<file path="config.mk">
export PLATFORM = sky130hd
export DESIGN_NAME = char_lcd_controller
export DESIGN_NICKNAME = d
export VERILOG_FILES = /design/src/rtl/clc_pkg.sv /design/src/rtl/clc_front.sv /design/src/rtl/clc_queue.sv /design/src/rtl/clc_back.sv /design/src/rtl/char_lcd_controller.sv
export SDC_FILE = /design/constraint.sdc
export NUM_CORES = 2
export LEC_CHECK = 0
export BUFFER_PORTS_ARGS = -buffer_cell sky130_fd_sc_hd__buf_2
export CELL_PAD_IN_SITES_DETAIL_PLACEMENT = 1
export CELL_PAD_IN_SITES_GLOBAL_PLACEMENT = 1
export CORE_UTILIZATION = 50
export DETAILED_ROUTE_END_ITERATION = 6
export PLACE_DENSITY = 0.77
export SKIP_CTS_REPAIR_TIMING = 1
export SLEW_MARGIN = 20
export SYNTH_ARGS = -nofsm -noshare
export SYNTH_HDL_FRONTEND = slang
export SYNTH_SLANG_ARGS = --single-unit
</file>
<file path="constraint.sdc">
create_clock -name clk -period 4.5 [get_ports clk]
set_input_delay 0.675 -clock clk [delete_from_list [all_inputs] [get_ports clk]]
set_output_delay 0.675 -clock clk [all_outputs]
set_load 0.01 [all_outputs]
</file>
<file path="src/rtl/clc_pkg.sv">
package clc_pkg;

  // Default geometry of the display memory.
  localparam int CHARS_PER_LINE_DEF = 64;
  localparam int LINE_COUNT_DEF     = 2;

  // Address layout: column in the low bits, line select above it.
  localparam int ADDR_W   = 7;
  localparam int COL_BITS = 6;
  localparam int LINE_BIT = 6;
  localparam int CHAR_W   = 8;
  localparam int OFFS_W   = 8;

  localparam logic [CHAR_W-1:0] BLANK_CHAR = 8'h20;

  // Depth of the command queue between the front and the back.
  localparam int QUEUE_DEPTH = 2;

  // Bus function codes as they arrive on the input channel.
  localparam logic [3:0] FUNC_DATA    = 4'd0;
  localparam logic [3:0] FUNC_CLEAR   = 4'd1;
  localparam logic [3:0] FUNC_HOME    = 4'd2;
  localparam logic [3:0] FUNC_ENTRY   = 4'd3;
  localparam logic [3:0] FUNC_DISPLAY = 4'd4;
  localparam logic [3:0] FUNC_SHIFT   = 4'd5;
  localparam logic [3:0] FUNC_FUNCSET = 4'd6;
  localparam logic [3:0] FUNC_CGRAM   = 4'd7;
  localparam logic [3:0] FUNC_DDRAM   = 4'd8;
  localparam logic [3:0] FUNC_READ    = 4'd9;

  // Internal operation codes after classification.
  typedef logic [3:0] op_t;
  localparam op_t OP_NOP     = 4'd0;
  localparam op_t OP_WRITE   = 4'd1;
  localparam op_t OP_CLEAR   = 4'd2;
  localparam op_t OP_HOME    = 4'd3;
  localparam op_t OP_ENTRY   = 4'd4;
  localparam op_t OP_DISPLAY = 4'd5;
  localparam op_t OP_SHIFT   = 4'd6;
  localparam op_t OP_FUNCSET = 4'd7;
  localparam op_t OP_CGRAM   = 4'd8;
  localparam op_t OP_DDRAM   = 4'd9;
  localparam op_t OP_READ    = 4'd10;

  typedef struct packed {
    op_t               op;
    logic              increment;
    logic              shift_on_write;
    logic              display_on;
    logic              shift_display;
    logic              shift_right;
    logic              eight_bit_bus;
    logic              tall_font;
    logic              two_lines;
    logic [ADDR_W-1:0] ram_address;
    logic [CHAR_W-1:0] char_code;
  } cmd_t;

  // Head of the queue as seen by the back end.
  typedef struct packed {
    logic valid;
    cmd_t cmd;
  } q_head_t;

endpackage

</file>
<file path="src/rtl/clc_front.sv">
module clc_front
  import clc_pkg::*;
(
  input  logic              start,
  input  logic              queue_full,
  input  logic [3:0]        in_func,
  input  logic              in_increment,
  input  logic              in_shift_on_write,
  input  logic              in_display_on,
  input  logic              in_shift_display,
  input  logic              in_shift_right,
  input  logic              in_eight_bit_bus,
  input  logic              in_tall_font,
  input  logic              in_two_lines,
  input  logic [ADDR_W-1:0] in_ram_address,
  input  logic [CHAR_W-1:0] in_char_code,
  output logic              busy,
  output logic              push,
  output cmd_t              push_cmd
);

  op_t op;

  // A data byte of zero and the unused codes become a plain no-op.
  always_comb begin
    op = OP_NOP;
    unique case (in_func)
      FUNC_DATA:    op = (in_char_code != '0) ? OP_WRITE : OP_NOP;
      FUNC_CLEAR:   op = OP_CLEAR;
      FUNC_HOME:    op = OP_HOME;
      FUNC_ENTRY:   op = OP_ENTRY;
      FUNC_DISPLAY: op = OP_DISPLAY;
      FUNC_SHIFT:   op = OP_SHIFT;
      FUNC_FUNCSET: op = OP_FUNCSET;
      FUNC_CGRAM:   op = OP_CGRAM;
      FUNC_DDRAM:   op = OP_DDRAM;
      FUNC_READ:    op = OP_READ;
      default:      op = OP_NOP;
    endcase
  end

  assign busy = queue_full;
  assign push = start && !queue_full;

  assign push_cmd = '{
    op:             op,
    increment:      in_increment,
    shift_on_write: in_shift_on_write,
    display_on:     in_display_on,
    shift_display:  in_shift_display,
    shift_right:    in_shift_right,
    eight_bit_bus:  in_eight_bit_bus,
    tall_font:      in_tall_font,
    two_lines:      in_two_lines,
    ram_address:    in_ram_address,
    char_code:      in_char_code
  };

endmodule

</file>
<file path="src/rtl/clc_queue.sv">
module clc_queue
  import clc_pkg::*;
(
  input  logic    clk,
  input  logic    rst_n,
  input  logic    push,
  input  cmd_t    push_cmd,
  input  logic    pop,
  output logic    full,
  output q_head_t head
);

  localparam int PTR_W = (QUEUE_DEPTH > 1) ? $clog2(QUEUE_DEPTH) : 1;
  localparam int CNT_W = $clog2(QUEUE_DEPTH + 1);

  cmd_t             slot_r [QUEUE_DEPTH];
  logic [PTR_W-1:0] wr_ptr_r, wr_ptr_nxt;
  logic [PTR_W-1:0] rd_ptr_r, rd_ptr_nxt;
  logic [CNT_W-1:0] count_r, count_nxt;
  logic             do_push, do_pop;

  assign full    = (count_r == CNT_W'(QUEUE_DEPTH));
  assign do_push = push && !full;
  assign do_pop  = pop && (count_r != '0);

  always_comb begin
    wr_ptr_nxt = wr_ptr_r;
    rd_ptr_nxt = rd_ptr_r;
    count_nxt  = count_r;
    if (do_push) begin
      wr_ptr_nxt = (wr_ptr_r == PTR_W'(QUEUE_DEPTH - 1)) ? '0 : wr_ptr_r + 1'b1;
    end
    if (do_pop) begin
      rd_ptr_nxt = (rd_ptr_r == PTR_W'(QUEUE_DEPTH - 1)) ? '0 : rd_ptr_r + 1'b1;
    end
    if (do_push && !do_pop) begin
      count_nxt = count_r + 1'b1;
    end else if (do_pop && !do_push) begin
      count_nxt = count_r - 1'b1;
    end
  end

  always_ff @(posedge clk) begin
    if (!rst_n) begin
      wr_ptr_r <= '0;
      rd_ptr_r <= '0;
      count_r  <= '0;
    end else begin
      wr_ptr_r <= wr_ptr_nxt;
      rd_ptr_r <= rd_ptr_nxt;
      count_r  <= count_nxt;
    end
  end

  always_ff @(posedge clk) begin
    if (do_push) begin
      slot_r[wr_ptr_r] <= push_cmd;
    end
  end

  assign head.valid = (count_r != '0);
  assign head.cmd   = slot_r[rd_ptr_r];

endmodule

</file>
<file path="src/rtl/clc_back.sv">
module clc_back
  import clc_pkg::*;
#(
  parameter int CHARS_PER_LINE = CHARS_PER_LINE_DEF,
  parameter int LINE_COUNT     = LINE_COUNT_DEF
) (
  input  logic                     clk,
  input  logic                     rst_n,
  input  q_head_t                  head,
  output logic                     pop,
  output logic                     out_strobe,
  output logic [ADDR_W-1:0]        out_cursor_pos,
  output logic signed [OFFS_W-1:0] out_view_offset,
  output logic                     out_screen_enabled,
  output logic                     out_line_mode_two,
  output logic                     out_unsupported,
  output logic [CHAR_W-1:0]        out_read_char
);

  localparam int DEPTH     = LINE_COUNT * CHARS_PER_LINE;
  localparam int IDX_W     = $clog2(DEPTH);
  localparam int MEM_SLOTS = 1 << IDX_W;

  // Architectural state.
  logic [ADDR_W-1:0] cursor_r, cursor_nxt;
  logic [OFFS_W-1:0] offset_r, offset_nxt;
  logic              move_up_r, move_up_nxt;
  logic              follow_r, follow_nxt;
  logic              screen_on_r, screen_on_nxt;
  logic              lines_two_r, lines_two_nxt;
  logic              bad_r, bad_nxt;

  // Display memory; an entry whose valid bit is clear reads as a blank.
  logic [CHAR_W-1:0]    mem [MEM_SLOTS];
  logic [MEM_SLOTS-1:0] vld_r;

  // Stage after execution, then the output register.
  logic                     s1_valid_r;
  logic [ADDR_W-1:0]        s1_cursor_r;
  logic [OFFS_W-1:0]        s1_offset_r;
  logic                     s1_screen_r;
  logic                     s1_lines_r;
  logic                     s1_bad_r;
  logic                     s1_is_read_r;
  logic                     s1_hit_r;
  logic [CHAR_W-1:0]        rd_data_r;

  logic                     out_strobe_r;
  logic [ADDR_W-1:0]        out_cursor_r;
  logic [OFFS_W-1:0]        out_offset_r;
  logic                     out_screen_r;
  logic                     out_lines_r;
  logic                     out_bad_r;
  logic [CHAR_W-1:0]        out_char_r;

  logic              exec;
  cmd_t              cmd;
  logic              wr_en, clr_en, is_read;
  logic              cur_in_ram, rd_in_ram;
  logic [IDX_W-1:0]  wr_idx, rd_idx;

  function automatic logic addr_in_ram(input logic [ADDR_W-1:0] addr);
    logic col_ok, line_ok;
    col_ok  = ({1'b0, addr[COL_BITS-1:0]} < (COL_BITS + 1)'(CHARS_PER_LINE));
    line_ok = (LINE_COUNT > 1) || !addr[LINE_BIT];
    return col_ok && line_ok;
  endfunction

  function automatic logic [IDX_W-1:0] addr_index(input logic [ADDR_W-1:0] addr);
    logic [ADDR_W:0] full_idx;
    full_idx = addr[LINE_BIT] ? ((ADDR_W + 1)'(CHARS_PER_LINE) + (ADDR_W + 1)'(addr[COL_BITS-1:0]))
                              : (ADDR_W + 1)'(addr[COL_BITS-1:0]);
    return full_idx[IDX_W-1:0];
  endfunction

  assign exec       = head.valid;
  assign pop        = exec;
  assign cmd        = head.cmd;
  assign cur_in_ram = addr_in_ram(cursor_r);
  assign rd_in_ram  = addr_in_ram(cmd.ram_address);
  assign wr_idx     = addr_index(cursor_r);
  assign rd_idx     = addr_index(cmd.ram_address);

  always_comb begin
    cursor_nxt    = cursor_r;
    offset_nxt    = offset_r;
    move_up_nxt   = move_up_r;
    follow_nxt    = follow_r;
    screen_on_nxt = screen_on_r;
    lines_two_nxt = lines_two_r;
    bad_nxt       = bad_r;
    wr_en         = 1'b0;
    clr_en        = 1'b0;
    is_read       = 1'b0;
    if (exec) begin
      unique case (cmd.op)
        OP_WRITE: begin
          wr_en      = cur_in_ram;
          cursor_nxt = move_up_r ? cursor_r + 1'b1 : cursor_r - 1'b1;
          if (follow_r) begin
            offset_nxt = move_up_r ? offset_r + 1'b1 : offset_r - 1'b1;
          end
        end
        OP_CLEAR: begin
          clr_en     = 1'b1;
          cursor_nxt = '0;
          offset_nxt = '0;
        end
        OP_HOME: begin
          cursor_nxt = '0;
          offset_nxt = '0;
        end
        OP_ENTRY: begin
          move_up_nxt = cmd.increment;
          follow_nxt  = cmd.shift_on_write;
        end
        OP_DISPLAY: screen_on_nxt = cmd.display_on;
        OP_SHIFT: begin
          if (cmd.shift_display) begin
            offset_nxt = cmd.shift_right ? offset_r - 1'b1 : offset_r + 1'b1;
          end else begin
            cursor_nxt = cmd.shift_right ? cursor_r + 1'b1 : cursor_r - 1'b1;
          end
        end
        OP_FUNCSET: begin
          if (!cmd.eight_bit_bus || cmd.tall_font) begin
            bad_nxt = 1'b1;
          end
          lines_two_nxt = cmd.two_lines;
        end
        OP_CGRAM: bad_nxt = 1'b1;
        OP_DDRAM: cursor_nxt = cmd.ram_address;
        OP_READ:  is_read = 1'b1;
        default: ;
      endcase
    end
  end

  always_ff @(posedge clk) begin
    if (!rst_n) begin
      cursor_r     <= '0;
      offset_r     <= '0;
      move_up_r    <= 1'b1;
      follow_r     <= 1'b0;
      screen_on_r  <= 1'b1;
      lines_two_r  <= 1'b1;
      bad_r        <= 1'b0;
      vld_r        <= '0;
      s1_valid_r   <= 1'b0;
      out_strobe_r <= 1'b0;
    end else begin
      cursor_r     <= cursor_nxt;
      offset_r     <= offset_nxt;
      move_up_r    <= move_up_nxt;
      follow_r     <= follow_nxt;
      screen_on_r  <= screen_on_nxt;
      lines_two_r  <= lines_two_nxt;
      bad_r        <= bad_nxt;
      if (clr_en) begin
        vld_r <= '0;
      end else if (wr_en) begin
        vld_r[wr_idx] <= 1'b1;
      end
      s1_valid_r   <= exec;
      out_strobe_r <= s1_valid_r;
    end
  end

  always_ff @(posedge clk) begin
    if (wr_en) begin
      mem[wr_idx] <= cmd.char_code;
    end
    rd_data_r <= mem[rd_idx];
  end

  always_ff @(posedge clk) begin
    s1_cursor_r  <= cursor_nxt;
    s1_offset_r  <= offset_nxt;
    s1_screen_r  <= screen_on_nxt;
    s1_lines_r   <= lines_two_nxt && (LINE_COUNT > 1);
    s1_bad_r     <= bad_nxt;
    s1_is_read_r <= is_read;
    s1_hit_r     <= rd_in_ram && vld_r[rd_idx];
    out_cursor_r <= s1_cursor_r;
    out_offset_r <= s1_offset_r;
    out_screen_r <= s1_screen_r;
    out_lines_r  <= s1_lines_r;
    out_bad_r    <= s1_bad_r;
    out_char_r   <= !s1_is_read_r ? '0 : (s1_hit_r ? rd_data_r : BLANK_CHAR);
  end

  assign out_strobe         = out_strobe_r;
  assign out_cursor_pos     = out_cursor_r;
  assign out_view_offset    = out_offset_r;
  assign out_screen_enabled = out_screen_r;
  assign out_line_mode_two  = out_lines_r;
  assign out_unsupported    = out_bad_r;
  assign out_read_char      = out_char_r;

  a_strobe_follows_exec: assert property (@(posedge clk) disable iff (!rst_n)
    exec |=> ##1 out_strobe_r)
    else $error("result strobe missing two cycles after execution");

  a_clear_homes: assert property (@(posedge clk) disable iff (!rst_n)
    (exec && cmd.op == OP_CLEAR) |=> (cursor_r == '0 && offset_r == '0 && vld_r == '0))
    else $error("clear left cursor, offset or memory state behind");

  a_bad_sticky: assert property (@(posedge clk) disable iff (!rst_n)
    bad_r |=> bad_r)
    else $error("unsupported flag dropped without reset");

  a_one_line: assert property (@(posedge clk) disable iff (!rst_n)
    (LINE_COUNT < 2) |-> !out_lines_r)
    else $error("two-line mode reported on a one-line display");

endmodule

</file>
<file path="src/rtl/char_lcd_controller.sv">
// Character LCD controller, instruction subset of the usual character display scheme.
//
// Input channel: an item (one bus access: a data byte or an instruction,
// selected by in_func) is accepted at a rising edge where start is high and
// busy is low. The front end classifies the item and places it in a
// two-entry command queue; the back end takes one command per cycle from it.
// Result channel: one result per item, presented for exactly one cycle with
// out_strobe high. It carries the cursor, display offset and flags as they
// stand after the item, and the stored character for a read access.
// An item passes the queue, then the stage after execution and the output register.
// Throughput: one item per cycle; the back end retires a command every
// cycle, so the queue drains as fast as it fills and busy stays low.
// Clear does not walk the memory: the display memory has one valid bit per
// entry, and an entry whose bit is clear reads as a space.
// Reset (rst_n low at a clock edge) empties the queue, drops any result in
// flight, blanks the display memory and restores the power-on modes.
// The receiver cannot stall the result channel; every strobe is taken.
module char_lcd_controller
  import clc_pkg::*;
#(
  parameter int CHARS_PER_LINE = CHARS_PER_LINE_DEF,
  parameter int LINE_COUNT     = LINE_COUNT_DEF
) (
  input  logic                     clk,
  input  logic                     rst_n,
  input  logic                     start,
  output logic                     busy,
  input  logic [3:0]               in_func,
  input  logic                     in_increment,
  input  logic                     in_shift_on_write,
  input  logic                     in_display_on,
  input  logic                     in_shift_display,
  input  logic                     in_shift_right,
  input  logic                     in_eight_bit_bus,
  input  logic                     in_tall_font,
  input  logic                     in_two_lines,
  input  logic [ADDR_W-1:0]        in_ram_address,
  input  logic [CHAR_W-1:0]        in_char_code,
  output logic                     out_strobe,
  output logic [ADDR_W-1:0]        out_cursor_pos,
  output logic signed [OFFS_W-1:0] out_view_offset,
  output logic                     out_screen_enabled,
  output logic                     out_line_mode_two,
  output logic                     out_unsupported,
  output logic [CHAR_W-1:0]        out_read_char
);

  // Handshake between the front end and the queue.
  logic    queue_full;
  logic    push;
  cmd_t    push_cmd;

  // Queue head as seen by the back end, and the back end's take signal.
  q_head_t head;
  logic    pop;

  // The front end decodes the function code into an internal operation.
  // A data write of a zero byte and the unused function codes become no-ops
  // here, so the back end never has to look at the raw bus encoding.
  clc_front u_front (
    .start             (start),
    .queue_full        (queue_full),
    .in_func           (in_func),
    .in_increment      (in_increment),
    .in_shift_on_write (in_shift_on_write),
    .in_display_on     (in_display_on),
    .in_shift_display  (in_shift_display),
    .in_shift_right    (in_shift_right),
    .in_eight_bit_bus  (in_eight_bit_bus),
    .in_tall_font      (in_tall_font),
    .in_two_lines      (in_two_lines),
    .in_ram_address    (in_ram_address),
    .in_char_code      (in_char_code),
    .busy              (busy),
    .push              (push),
    .push_cmd          (push_cmd)
  );

  // The queue decouples acceptance from execution.
  clc_queue u_queue (
    .clk      (clk),
    .rst_n    (rst_n),
    .push     (push),
    .push_cmd (push_cmd),
    .pop      (pop),
    .full     (queue_full),
    .head     (head)
  );

  // The back end owns the display memory and all mode state. It executes
  // one command per cycle, registers the memory read, then the result.
  clc_back #(
    .CHARS_PER_LINE (CHARS_PER_LINE),
    .LINE_COUNT     (LINE_COUNT)
  ) u_back (
    .clk                (clk),
    .rst_n              (rst_n),
    .head               (head),
    .pop                (pop),
    .out_strobe         (out_strobe),
    .out_cursor_pos     (out_cursor_pos),
    .out_view_offset    (out_view_offset),
    .out_screen_enabled (out_screen_enabled),
    .out_line_mode_two  (out_line_mode_two),
    .out_unsupported    (out_unsupported),
    .out_read_char      (out_read_char)
  );

endmodule

</file>
==> qor.txt <==
Max Clk Rate -> 235.3 MHz
Clk Latency, worst-skew pair -> 0.75 ns
Global-route wire length before repair -> 230.9 mm
Setup TNS -> 0 ns
Ys Warns -> 0
Post-synth EDFFs -> 1078
VDD IR-drop max -> 0.3585 mV
Synth async-reset ratio -> 0%
CP Cell Sequence -> buf_12, mux2_8, buf_4, mux4_1, a2111oi_0, nor3_1, o21ai_1, nand4_1
Most frequent cells in the layout -> edfxtp_1 (1078), nand2_1 (591), mux2i_1 (318)
Final hold vios -> 0
Post-route clock skew -> 0.03721 ns
Critical Path AT -> 4.83 ns
Synth Register Bits -> 1287
Die extent in x -> 321.6 um
Placer Congestion -> 0.8676
Clock Path Buffers -> 3
Pin count of the biggest net entering global routing -> 97
Die H -> 321.6 um
Slew @ Worst Pin -> 1.200 ns
Starting DRT DRC Count -> 3252
Top_reg_cell synth -> edfxtp_1
Crit end category -> flop
Die Footprint -> 103400 sq um
CTS tree -> done
# clock sinks -> 1287
Vias per inst -> 6.295
Routed wire per std cell -> 29.78 um
Core area -> 100600 sq um
Slew Limit Headroom -> 19.70%
Leading area contributor after synthesis -> edfxtp_1
Ports -> 58
Seq/Total Area, Yosys -> 71.59%
Pwr per Cell Area -> 576.7 nW/um^2
Overall Power -> 33.54 mW
Final Cycle Share -> 94.43%
Antenna Violating Nets Remaining -> 0
Max-cap violations -> 0
Critical path's largest stage delay -> 0.66 ns
Final worst path period need -> 4.249 ns
DRC viols -> 0
Num rows -> 116
Status -> complete, no violations
WS Path Type -> reg2reg
Area Overhead vs Synth -> 13.89%
Unrepaired setup endpoints after global routing -> no
Avg Inst Size Synth -> 14.06 sq um
Total number of vias -> 33227
Congestion Overflow GR -> 0
Clock slew at reported path FFs -> 0.06 ns
Commonest non-fill, non-tap cell in the layout -> edfxtp_1
Mapped Nets -> 3668
Crit start category -> flop
Number of port buffers -> 57
Detailed Route WL -> 157.2 mm
Leakage dissipation -> 20.41 nW
Post-Synthesis Cells -> 3633
Top cell type's share of synthesized area -> 63.39%
Distinct cells, synth -> 86
H-tree levels -> 4
Hold Path Class -> in2reg
GRT Total Usage -> 30.49%
Root Driver -> clkbuf_16
Placement Setup Slack -> 0.1078 ns
Setup ws final -> 0.2508 ns
Num CTS Buffers -> 135
Mapped Area -> 51060 sq um
Nets@finish -> 3842
Crit path max fanout -> 58
# setup viols final -> 0
Slowest library cell on the worst path -> mux2_8
Initial antenna violation count -> 3
TritonRoute pass-1 iters -> 5
Number of global-route vias before repair -> 34556
Worst Path Required -> 5.08 ns
Count of pins over their slew limit -> 0
Layout cells sized above 1 -> 13.04%
Initial Util -> 50.77%
Hpwl dp -> 97.30 mm
Dominant cells by area after synthesis -> edfxtp_1 (63%), dfxtp_1 (8.2%), mux2i_1 (6.2%)
[through the flow]
| step | hold WS [ns] | instances | area, sq um | util [%] |
|---|---|---|---|---|
| finish | 0.1435 | 5278 | 58160 | 57.82 |
| global route | 0.1287 | 5277 | 58150 | 57.82 |
| floorplan | 0.3096 | 3633 | 51060 | - |
| CTS | 0.1082 | 5277 | 58140 | 57.81 |
| global placement | 0.3109 | 5027 | 53750 | 53.44 |
| detailed placement | 0.3135 | 5027 | 53760 | 53.45 |
[path summary, 6_finish.rpt]
check	from	to	slack [ns]	depth (start not counted)
worst min register to register	u_back.s1_screen_r$_DFF_P_	u_back.out_screen_enabled$_DFF_P_	0.33	0
worst min-delay path	in_increment	u_queue.slot_r[1][22]$_DFFE_PP_	0.14	1
worst max register to register	flop	u_back.rd_data_r[2]$_DFF_P_	0.25	8
worst max-delay path	flop	u_back.rd_data_r[2]$_DFF_P_	0.25	8
[power breakdown]
group	leakage, nW	internal [mW]	switching [mW]	total, mW
Clock	2.15	6.36	4.70	11.1
Sequential	11.4	14.0	0.171	14.1
Combinational	6.87	2.33	6.00	8.33
[cell usage after synthesis (7+ instances only)]
library cell     n
a21oi_1        126
nor4_1          29
nor3_1          13
buf_6           16
and2_1          28
xor2_1          11
mux2i_1        318
buf_4           33
o22ai_1         12
a41o_1          16
buf_2           79
nand4_1         11
o21ai_0         38
o21ai_1          7
inv_1           16
clkbuf_1        80
mux2_2          16
nor2_1         170
nand3_1        306
o221ai_1        94
a31oi_1         18
nand2_1        591
dfxtp_1        209
o21a_1         131
edfxtp_1      1078
or3_1            7
mux4_2          19
and3_1          14
a2111oi_0        8
a211oi_1         8
a32oi_1         10
[registers in the layout, indices dropped and copies added, names as in the netlist, 2 cells and up, named ones only]
signal	cells
u_back.out_view_offset	8
u_back.s1_offset_r	8
u_back.out_cursor_pos	7
u_back.cursor_r	7
u_queue.count_r	2
u_back.rd_data_r	8
u_back.vld_r	128
u_queue.slot_r	54
u_back.s1_cursor_r	7
u_back.offset_r	8
u_back.mem	1024
u_back.out_read_char	8
[per-layer routing]
layer / routed length [um] / part of all wire (%) / up-vias / GRT usage [%]
li1: - / - / 14078 / -
met1: 60980 / 39 / 17115 / 39.47
met2: 76210 / 48 / 1638 / 50.01
met3: 12840 / 8.2 / 396 / 6.093
met4: 7143 / 4.5 / 0 / 13.12
met5: 0 / 0 / - / 0
[worst max-delay path, delay by kind of cell, from the launching register on]
family                 cells  cell delay, ns
AO/OA/AOI/OAI              2            1.16
buffers and inverters      2            0.65
flip-flops                 1            0.61
multiplexers               2            1.23
AND/OR/NAND/NOR            2            0.36
[layout make-up]
type,instances,area [sq um]
timing repair buffer,252,2037
tap,1357,1698
clock buffer,199,4001
multi-input combinational,2112,13410
inverter,19,71.32
antenna,1,2.502
sequential,1287,36560
clock inverter,51,382.9
fill,9571,42430
[kinds of logic after synthesis]
| family | share of synthesized area, % |
|---|---|
| flip-flops | 71.59 |
| AND/OR/NAND/NOR | 10.33 |
| AO/OA/AOI/OAI | 7.478 |
| multiplexers | 7.848 |
| buffers and inverters | 2.414 |
| XOR/XNOR | 0.2230 |
| adder cells (fa/ha/maj) | 0.1225 |
Power figures use the tool's default switching activity.
